<file path="config.mk">
export PLATFORM = sky130hd
export DESIGN_NAME = alu_with_status_flags_flat
export DESIGN_NICKNAME = d
export VERILOG_FILES = /design/src/rtl/core/alusf_pkg.sv /design/src/rtl/core/alusf_in_if.sv /design/src/rtl/core/alusf_out_if.sv /design/src/rtl/core/alusf_in_stage.sv /design/src/rtl/core/alusf_exec.sv /design/src/rtl/core/alu_with_status_flags.sv /design/src/flat_wrapper.sv
export SDC_FILE = /design/constraint.sdc
export NUM_CORES = 1
export LEC_CHECK = 0
export BUFFER_PORTS_ARGS = -buffer_cell sky130_fd_sc_hd__buf_4
export CORE_UTILIZATION = 60
export CTS_BUF_LIST = sky130_fd_sc_hd__clkbuf_16
export CTS_CLUSTER_SIZE = 24
export DETAILED_ROUTE_END_ITERATION = 6
export GPL_TIMING_DRIVEN = 0
export PLACE_DENSITY = 0.83
export SETUP_SLACK_MARGIN = 0.4
export SKIP_LAST_GASP = 1
export SYNTH_ARGS = -nofsm -noshare
export SYNTH_HDL_FRONTEND = slang
export SYNTH_SLANG_ARGS = --single-unit
</file>
<file path="constraint.sdc">
create_clock -name clk -period 8.13 [get_ports clk]
set_input_delay 1.626 -clock clk [delete_from_list [all_inputs] [get_ports clk]]
set_output_delay 1.626 -clock clk [all_outputs]
set_load 0.02 [all_outputs]
</file>
<file path="src/rtl/core/alusf_pkg.sv">
`timescale 1ns / 1ps
`default_nettype none

package alusf_pkg;

  localparam int unsigned WORD_W = 16;
  localparam int unsigned BYTE_W = 8;
  localparam int unsigned OP_W   = 4;
  localparam int unsigned COND_W = 4;
  localparam int unsigned FLAG_W = 4;

  // flag bit positions in the packed status nibble
  localparam int unsigned FLAG_N_BIT = 3;
  localparam int unsigned FLAG_Z_BIT = 2;
  localparam int unsigned FLAG_V_BIT = 1;
  localparam int unsigned FLAG_C_BIT = 0;

  localparam logic [WORD_W-1:0] WORD_MIN_NEG = 16'h8000;

  typedef enum logic [OP_W-1:0] {
    OP_NEG    = 4'd0,
    OP_ASL    = 4'd1,
    OP_ASR    = 4'd2,
    OP_NOT    = 4'd3,
    OP_ROL    = 4'd4,
    OP_ROR    = 4'd5,
    OP_ADD    = 4'd6,
    OP_SUB    = 4'd7,
    OP_AND    = 4'd8,
    OP_OR     = 4'd9,
    OP_XOR    = 4'd10,
    OP_CPW    = 4'd11,
    OP_CPB    = 4'd12,
    OP_LDW    = 4'd13,
    OP_LDB    = 4'd14,
    OP_BRANCH = 4'd15
  } op_t;

  typedef enum logic [COND_W-1:0] {
    COND_ALWAYS = 4'd0,
    COND_LE     = 4'd1,
    COND_LT     = 4'd2,
    COND_EQ     = 4'd3,
    COND_NE     = 4'd4,
    COND_GE     = 4'd5,
    COND_GT     = 4'd6,
    COND_V      = 4'd7,
    COND_C      = 4'd8
  } cond_t;

  typedef struct packed {
    logic [OP_W-1:0]   operation;
    logic              reg_select;
    logic [WORD_W-1:0] operand;
    logic [COND_W-1:0] branch_condition;
  } item_t;

  typedef struct packed {
    logic [WORD_W-1:0] result;
    logic [FLAG_W-1:0] flags;
    logic              branch_taken;
    logic              register_written;
  } res_t;

endpackage

`default_nettype wire

</file>
<file path="src/rtl/core/alusf_in_if.sv">
`timescale 1ns / 1ps
`default_nettype none

interface alusf_in_if;
  import alusf_pkg::*;

  logic              valid;
  logic              ready;
  logic [OP_W-1:0]   operation;
  logic              reg_select;
  logic [WORD_W-1:0] operand;
  logic [COND_W-1:0] branch_condition;

  modport source (output valid, operation, reg_select, operand, branch_condition,
                  input ready);
  modport sink   (input valid, operation, reg_select, operand, branch_condition,
                  output ready);
endinterface

`default_nettype wire

</file>
<file path="src/rtl/core/alusf_out_if.sv">
`timescale 1ns / 1ps
`default_nettype none

interface alusf_out_if;
  import alusf_pkg::*;

  logic              valid;
  logic              ready;
  logic [WORD_W-1:0] result;
  logic [FLAG_W-1:0] flags;
  logic              branch_taken;
  logic              register_written;

  modport source (output valid, result, flags, branch_taken, register_written,
                  input ready);
  modport sink   (input valid, result, flags, branch_taken, register_written,
                  output ready);
endinterface

`default_nettype wire

</file>
<file path="src/rtl/core/alusf_in_stage.sv">
`timescale 1ns / 1ps
`default_nettype none

module alusf_in_stage (
  input  wire logic           clk,
  input  wire logic           rst_n,
  input  wire logic           in_valid,
  output logic                in_ready,
  input  wire alusf_pkg::item_t in_item,
  input  wire logic           advance,
  output logic                stage_valid,
  output alusf_pkg::item_t    stage_item
);
  import alusf_pkg::*;

  logic  valid_r;
  logic  valid_nxt;
  item_t item_r;

  // accept when empty or when the held item moves on this cycle
  assign in_ready    = !valid_r || advance;
  assign stage_valid = valid_r;
  assign stage_item  = item_r;

  always_comb begin
    valid_nxt = valid_r;
    if (in_ready) begin
      valid_nxt = in_valid;
    end
  end

  always_ff @(posedge clk) begin
    if (!rst_n) begin
      valid_r <= 1'b0;
    end else begin
      valid_r <= valid_nxt;
    end
  end

  // payload register
  always_ff @(posedge clk) begin
    if (in_ready && in_valid) begin
      item_r <= in_item;
    end
  end

endmodule

`default_nettype wire

</file>
<file path="src/rtl/core/alusf_exec.sv">
`timescale 1ns / 1ps
`default_nettype none

module alusf_exec (
  input  wire alusf_pkg::item_t               item,
  input  wire logic [alusf_pkg::WORD_W-1:0]   acc,
  input  wire logic [alusf_pkg::WORD_W-1:0]   xr,
  input  wire logic [alusf_pkg::FLAG_W-1:0]   status,
  output alusf_pkg::res_t                     res_o
);
  import alusf_pkg::*;

  logic [WORD_W-1:0] src;
  logic [WORD_W-1:0] addend;
  logic [WORD_W:0]   sum;
  logic [BYTE_W-1:0] byte_diff;
  logic [WORD_W-1:0] res;
  logic              n;
  logic              z;
  logic              v;
  logic              c;
  logic              set_nz;
  logic              written;
  logic              taken;

  always_comb begin
    src       = item.reg_select ? xr : acc;
    // one adder serves add, sub and word compare
    addend    = (item.operation == OP_ADD) ? item.operand : (WORD_W'(0) - item.operand);
    sum       = {1'b0, src} + {1'b0, addend};
    byte_diff = src[BYTE_W-1:0] - item.operand[BYTE_W-1:0];

    n       = status[FLAG_N_BIT];
    z       = status[FLAG_Z_BIT];
    v       = status[FLAG_V_BIT];
    c       = status[FLAG_C_BIT];
    res     = src;
    set_nz  = 1'b1;
    written = 1'b1;
    taken   = 1'b0;

    case (item.operation)
      OP_NEG: begin
        res = WORD_W'(0) - src;
        v   = (res == WORD_MIN_NEG);
        c   = (src == '0);
      end
      OP_ASL: begin
        res = {src[WORD_W-2:0], 1'b0};
        v   = src[WORD_W-1] ^ src[WORD_W-2];
        c   = src[WORD_W-1];
      end
      OP_ASR: begin
        res = {src[WORD_W-1], src[WORD_W-1:1]};
        v   = 1'b0;
        c   = src[0];
      end
      OP_NOT: begin
        res = ~src;
      end
      OP_ROL: begin
        res = {src[WORD_W-2:0], c};
        c   = src[WORD_W-1];
      end
      OP_ROR: begin
        res = {c, src[WORD_W-1:1]};
        c   = src[0];
      end
      OP_ADD, OP_SUB: begin
        res = sum[WORD_W-1:0];
        v   = ~(src[WORD_W-1] ^ addend[WORD_W-1]) & (src[WORD_W-1] ^ res[WORD_W-1]);
        c   = sum[WORD_W];
      end
      OP_CPW: begin
        res     = sum[WORD_W-1:0];
        v       = ~(src[WORD_W-1] ^ addend[WORD_W-1]) & (src[WORD_W-1] ^ res[WORD_W-1]);
        c       = sum[WORD_W];
        set_nz  = 1'b0;
        n       = res[WORD_W-1] ^ v;
        z       = (res == '0);
        written = 1'b0;
      end
      OP_AND: begin
        res = src & item.operand;
      end
      OP_OR: begin
        res = src | item.operand;
      end
      OP_XOR: begin
        res = src ^ item.operand;
      end
      OP_CPB: begin
        res     = {{(WORD_W-BYTE_W){1'b0}}, byte_diff};
        set_nz  = 1'b0;
        n       = byte_diff[BYTE_W-1];
        z       = (byte_diff == '0);
        v       = 1'b0;
        c       = 1'b0;
        written = 1'b0;
      end
      OP_LDW: begin
        res = item.operand;
      end
      OP_LDB: begin
        res    = {{(WORD_W-BYTE_W){1'b0}}, item.operand[BYTE_W-1:0]};
        set_nz = 1'b0;
        n      = 1'b0;
        z      = (res == '0);
      end
      OP_BRANCH: begin
        set_nz  = 1'b0;
        written = 1'b0;
        // condition is checked on the flags held before this item
        case (item.branch_condition)
          COND_ALWAYS: taken = 1'b1;
          COND_LE:     taken = n || z;
          COND_LT:     taken = n;
          COND_EQ:     taken = z;
          COND_NE:     taken = !z;
          COND_GE:     taken = !n;
          COND_GT:     taken = !n && !z;
          COND_V:      taken = v;
          COND_C:      taken = c;
          default:     taken = 1'b0;
        endcase
      end
      default: begin
        written = 1'b0;
      end
    endcase

    if (set_nz) begin
      n = res[WORD_W-1];
      z = (res == '0);
    end

    res_o.result           = res;
    res_o.flags            = {n, z, v, c};
    res_o.branch_taken     = taken;
    res_o.register_written = written;
  end

endmodule

`default_nettype wire

</file>
<file path="src/rtl/core/alu_with_status_flags.sv">
`timescale 1ns / 1ps
`default_nettype none

// channel  dir  handshake          payload
// in_ch    in   valid/ready        operation, reg_select, operand, branch_condition
// out_ch   out  valid/ready        result, flags, branch_taken, register_written
//
// one item per cycle sustained while out_ch does not stall; an accepted item passes
// through the input register, then the alu logic into the result register
// A, X and flags are written when an item moves into the result register,
// so the next item in the input register always sees them up to date
// reset clears A, X, flags and both valid bits
// a stall on out_ch holds both stages; in_ch stays ready while a slot is free

module alu_with_status_flags (
  input  wire logic clk,
  input  wire logic rst_n,
  alusf_in_if.sink    in_ch,
  alusf_out_if.source out_ch
);
  import alusf_pkg::*;

  item_t             in_item;
  item_t             stage_item;
  logic              stage_valid;
  logic              advance;
  res_t              exec_res;

  logic              out_valid_r;
  logic              out_valid_nxt;
  res_t              out_data_r;
  logic [WORD_W-1:0] acc_r;
  logic [WORD_W-1:0] xr_r;
  logic [FLAG_W-1:0] status_r;

  assign in_item.operation        = in_ch.operation;
  assign in_item.reg_select       = in_ch.reg_select;
  assign in_item.operand          = in_ch.operand;
  assign in_item.branch_condition = in_ch.branch_condition;

  // input register
  alusf_in_stage u_in_stage (
    .clk         (clk),
    .rst_n       (rst_n),
    .in_valid    (in_ch.valid),
    .in_ready    (in_ch.ready),
    .in_item     (in_item),
    .advance     (advance),
    .stage_valid (stage_valid),
    .stage_item  (stage_item)
  );

  // alu and flag logic
  alusf_exec u_exec (
    .item   (stage_item),
    .acc    (acc_r),
    .xr     (xr_r),
    .status (status_r),
    .res_o  (exec_res)
  );

  // item moves on when the result register is free or being drained
  assign advance = stage_valid && (!out_valid_r || out_ch.ready);

  always_comb begin
    out_valid_nxt = out_valid_r;
    if (!out_valid_r || out_ch.ready) begin
      out_valid_nxt = stage_valid;
    end
  end

  // control and architectural state
  always_ff @(posedge clk) begin
    if (!rst_n) begin
      out_valid_r <= 1'b0;
      acc_r       <= '0;
      xr_r        <= '0;
      status_r    <= '0;
    end else begin
      out_valid_r <= out_valid_nxt;
      if (advance) begin
        status_r <= exec_res.flags;
        if (exec_res.register_written) begin
          if (stage_item.reg_select) begin
            xr_r <= exec_res.result;
          end else begin
            acc_r <= exec_res.result;
          end
        end
      end
    end
  end

  // result register
  always_ff @(posedge clk) begin
    if (advance) begin
      out_data_r <= exec_res;
    end
  end

  assign out_ch.valid            = out_valid_r;
  assign out_ch.result           = out_data_r.result;
  assign out_ch.flags            = out_data_r.flags;
  assign out_ch.branch_taken     = out_data_r.branch_taken;
  assign out_ch.register_written = out_data_r.register_written;

  // held result always carries the live flags
  a_flags_match: assert property (@(posedge clk) disable iff (!rst_n)
    out_valid_r |-> (status_r == out_data_r.flags))
    else $error("status register differs from flags of held result");

  // accumulator write lands with the result
  a_acc_write: assert property (@(posedge clk) disable iff (!rst_n)
    (advance && exec_res.register_written && !stage_item.reg_select)
      |=> (acc_r == out_data_r.result))
    else $error("accumulator not updated with written result");

  // branch leaves registers and flags alone
  a_branch_stable: assert property (@(posedge clk) disable iff (!rst_n)
    (advance && (stage_item.operation == OP_BRANCH))
      |=> ($stable(acc_r) && $stable(xr_r) && $stable(status_r)))
    else $error("branch item changed architectural state");

  // a taken branch never reports a register write
  a_taken_no_write: assert property (@(posedge clk) disable iff (!rst_n)
    (out_valid_r && out_data_r.branch_taken) |-> !out_data_r.register_written)
    else $error("taken branch flagged as register write");

endmodule

`default_nettype wire

</file>
<file path="src/flat_wrapper.sv">
// flat-port wrapper written by rule: the top's interface ports become plain ports
module alu_with_status_flags_flat import alusf_pkg::*;
  (clk, rst_n, in_ch_valid, in_ch_operation, in_ch_reg_select, in_ch_operand, in_ch_branch_condition, in_ch_ready, out_ch_valid, out_ch_result, out_ch_flags, out_ch_branch_taken, out_ch_register_written, out_ch_ready);
  alusf_in_if in_ch_i ();
  alusf_out_if out_ch_i ();
  input  wire logic clk;
  input  wire logic rst_n;
  input wire logic [$bits(in_ch_i.valid)-1:0] in_ch_valid;
  input wire logic [$bits(in_ch_i.operation)-1:0] in_ch_operation;
  input wire logic [$bits(in_ch_i.reg_select)-1:0] in_ch_reg_select;
  input wire logic [$bits(in_ch_i.operand)-1:0] in_ch_operand;
  input wire logic [$bits(in_ch_i.branch_condition)-1:0] in_ch_branch_condition;
  output wire logic [$bits(in_ch_i.ready)-1:0] in_ch_ready;
  output wire logic [$bits(out_ch_i.valid)-1:0] out_ch_valid;
  output wire logic [$bits(out_ch_i.result)-1:0] out_ch_result;
  output wire logic [$bits(out_ch_i.flags)-1:0] out_ch_flags;
  output wire logic [$bits(out_ch_i.branch_taken)-1:0] out_ch_branch_taken;
  output wire logic [$bits(out_ch_i.register_written)-1:0] out_ch_register_written;
  input wire logic [$bits(out_ch_i.ready)-1:0] out_ch_ready;
  assign in_ch_i.valid = in_ch_valid;
  assign in_ch_i.operation = in_ch_operation;
  assign in_ch_i.reg_select = in_ch_reg_select;
  assign in_ch_i.operand = in_ch_operand;
  assign in_ch_i.branch_condition = in_ch_branch_condition;
  assign in_ch_ready = in_ch_i.ready;
  assign out_ch_valid = out_ch_i.valid;
  assign out_ch_result = out_ch_i.result;
  assign out_ch_flags = out_ch_i.flags;
  assign out_ch_branch_taken = out_ch_i.branch_taken;
  assign out_ch_register_written = out_ch_i.register_written;
  assign out_ch_i.ready = out_ch_ready;
  alu_with_status_flags u_core (.clk(clk), .rst_n(rst_n), .in_ch(in_ch_i), .out_ch(out_ch_i));
endmodule
</file>
==> key figures <==
Critical path
  • CP Data Required Time: 8420 ps
  • CP arrival: 6040 ps
  • Crit start category: flip-flop
  • Crit Path Category: flip-flop to flip-flop
  • Crit path max fanout: 10
  • Crit. End Element: flip-flop

Routing
  • DRC errors left: 0
  • Routed Antenna Nets: 0
  • Vias per cell: 6.981
  • Vias: 8273
  • Drt first pass iters: 7
  • DRT Wirelength: 28.77 mm
  • Wire per inst: 24.28 um
  • 1st-iter DRT viols: 1250

Synth
  • Syn_nets: 1034
  • Ys Warns: 0
  • Number of flops mapped to enable cells by yosys: 47
  • Synth Register Bits: 85
  • Top cell type by total area after synthesis: edfxtp_1
  • Async SR Flop Fraction: 0%
  • Post-synth top flop: edfxtp_1
  • Post-synthesis sequential area ratio: 27.91%
  • Area fraction of the dominant cell type after synthesis: 18.14%
  • Mapped Cells: 945
  • Synth area leaders: edfxtp_1, dfxtp_1, ha_1
  • Syn Area/Cell: 8.234 um^2
  • Netlist cell types: 87
  • Mapped Area: 7781 um^2

Timing
  • Post-Route Setup TNS: 0 ps
  • Fmax: 173.8 MHz
  • Final Skew: 14.46 ps
  • Slew Limit Fails: 0
  • Final setup violating endpoints: 0
  • Final worst path period need: 5753 ps
  • RSZ-0062 raised after global routing: no
  • Final Cycle Share: 70.77%
  • Relative slew slack: 10.87%
  • WHS: 457.8 ps
  • Final hold violations: 0
  • Worst setup margin: 2377 ps
  • Slew @ Worst Pin: 1319 ps

Hold path
  • HP Class: flip-flop to flip-flop

Global route
  • Largest net degree at the start of global routing: 30
  • All-layer global routing usage: 43.06%
  • Antenna violations before repair: 0
  • Overflow after GRT: 0
  • Wire length of the first global-routing pass: 42.28 mm
  • Vias in the first global route: 7220

Clock network
  • Setup Buffers After CTS: 0
  • Maximum clock path buffer count: 2
  • Resize count post-CTS: 0
  • Clk_lat worst skew: 360 ps
  • Clk slew on worst S/H paths: 70 ps
  • Num CTS Buffers: 9
  • Clk sinks: 85
  • CTS tree: done
  • # H-tree levels: 3
  • Root Buffer Master: clkbuf_16
  • Post-CTS Hold Fix Bufs: 0

Placement
  • Pre-CTS setup slack: 2764 ps
  • Post-DP Area: 8387 um^2
  • Placer Congestion: 1.034
  • Dpl hpwl: 21.80 mm
  • Port buffer count: 52

Outcome
  • Status: finished clean

Power
  • PD cells: 150.5 nW/um^2
  • Leak Pwr: 3.408 nW
  • VDD IR max: 0.0001439 V

Floorplan
  • Die H: 115.9 um
  • Number of I/O pins: 53
  • Die ar.: 13430 um^2
  • Die Span X: 115.9 um
  • Cell Rows: 41
  • Initial core utilization: 61.66%
  • Core ar.: 12620 um^2

Final layout
  • Share of cells above drive strength 1: 11.85%
  • Layout Nets: 1097
  • Synthesis-to-finish area growth: 11.63%
  • Post-route cell area: 8686 um^2
  • # diodes: 0
  • Fin util: 68.83%

Flow run
  • Maxcap violations: 0
==> per-stage QoR <==
step | instances | total power, W
after global placement | 1169 | 0.0008719
after floorplan | 945 | 0.0007547
final | 1185 | 0.001307
after global routing | 1185 | 0.001343
after detailed placement | 1169 | 0.0008762
after CTS | 1185 | 0.001285
==> cell usage after synthesis, types with 12 or more instances <==
| cell type | instances |
|---|---|
| a211oi_1 | 16 |
| a21boi_0 | 29 |
| a21oi_1 | 63 |
| a31oi_1 | 12 |
| clkbuf_1 | 31 |
| dfxtp_1 | 38 |
| edfxtp_1 | 47 |
| ha_1 | 58 |
| inv_1 | 41 |
| mux2i_1 | 15 |
| nand2_1 | 106 |
| nand2b_1 | 25 |
| nand3_1 | 15 |
| nor2_1 | 70 |
| nor2b_1 | 21 |
| nor3_1 | 27 |
| nor4_1 | 14 |
| o21ai_0 | 48 |
| o22ai_1 | 13 |
| xnor2_1 | 30 |
==> state kept, by name, indices dropped and copies added (netlist names) <==
register / cells
u_core.out_ch.register_written: 1
u_core.u_in_stage.stage_valid: 1
u_core.out_ch.valid: 1
u_core.acc_r: 16
u_core.out_ch.branch_taken: 1
u_core.status_r: 4
u_core.out_ch.result: 16
u_core.u_in_stage.stage_item: 25
u_core.xr_r: 16
u_core.out_ch.flags: 4
==> worst max-delay path, cell delays in order, from the launching register on <==
cell       delay, ps
edfxtp_1         410
nand2b_1         160
clkbuf_1         260
nor2_1           670
clkbuf_1         460
nor2_1           110
xnor2_1          150
ha_1             260
a211oi_1         740
or3_1            370
and2_1           240
xnor2_1          150
a2111oi_0        620
o311ai_0         330
nor4_1           460
a211oi_1         150
a21oi_1          160
==> final timing paths <==
check                                                                start                               to  slack (ps)  cells past startpoint
worst min-delay path                         u_core.acc_r[10]$_SDFFE_PN0P_    u_core.acc_r[10]$_SDFFE_PN0P_         460                      2
worst max register to register  u_core.u_in_stage.stage_item[21]$_DFFE_PP_  u_core.status_r[2]$_SDFFE_PN0P_        2380                     16
worst min register to register               u_core.acc_r[10]$_SDFFE_PN0P_    u_core.acc_r[10]$_SDFFE_PN0P_         460                      2
worst max-delay path            u_core.u_in_stage.stage_item[21]$_DFFE_PP_  u_core.status_r[2]$_SDFFE_PN0P_        2380                     16
==> cells by family (layout without fill, tap and decap cells) <==
logic type	Yosys count	after routing	share of synthesized area (%)
adders and majority gates	62	62	10.10
and+or+nand+nor	338	338	21.79
buffers and inverters	100	168	5.338
muxes	32	32	5.113
xor gates and xnor gates	34	34	3.827
DFF	85	85	27.91
AOI/OAI and AO/OA	294	294	25.92
==> where the power goes <==
part / total [W] / switching (W) / internal (W)
Sequential: 0.000500 / 0.0000193 / 0.000480
Clock: 0.000417 / 0.000188 / 0.000230
Combinational: 0.000390 / 0.000252 / 0.000138
==> metal layers <==
metal	up-vias	global-route usage (%)	wire [um]
met2	604	63.61	12050
met5	-	0	0
met3	125	10.83	3634
li1	3645	-	-
met1	3899	58.35	11610
met4	0	21.37	1474
==> area by class of cell <==
| class | instances | area (um^2) |
|---|---|---|
| fill | 1101 | 3934 |
| timing repair buffer | 52 | 390.4 |
| buffer | 53 | 239.0 |
| clock buffer | 10 | 250.2 |
| clock inverter | 6 | 48.80 |
| multi-input combinational | 760 | 5194 |
| sequential | 85 | 2172 |
| tap | 172 | 215.2 |
| inverter | 47 | 176.4 |
==> cell usage in the layout, fill, tap and decap left out, types with 27 or more instances in the layout <==
master / count
a21boi_0: 28
nand2_1: 106
nor3_1: 27
xnor2_1: 30
edfxtp_1: 47
nor2_1: 70
a21oi_1: 63
buf_4: 54
inv_1: 41
ha_1: 58
clkbuf_1: 31
o21ai_0: 48
dfxtp_1: 38
No activity file was read; power rests on OpenSTA's default activity.
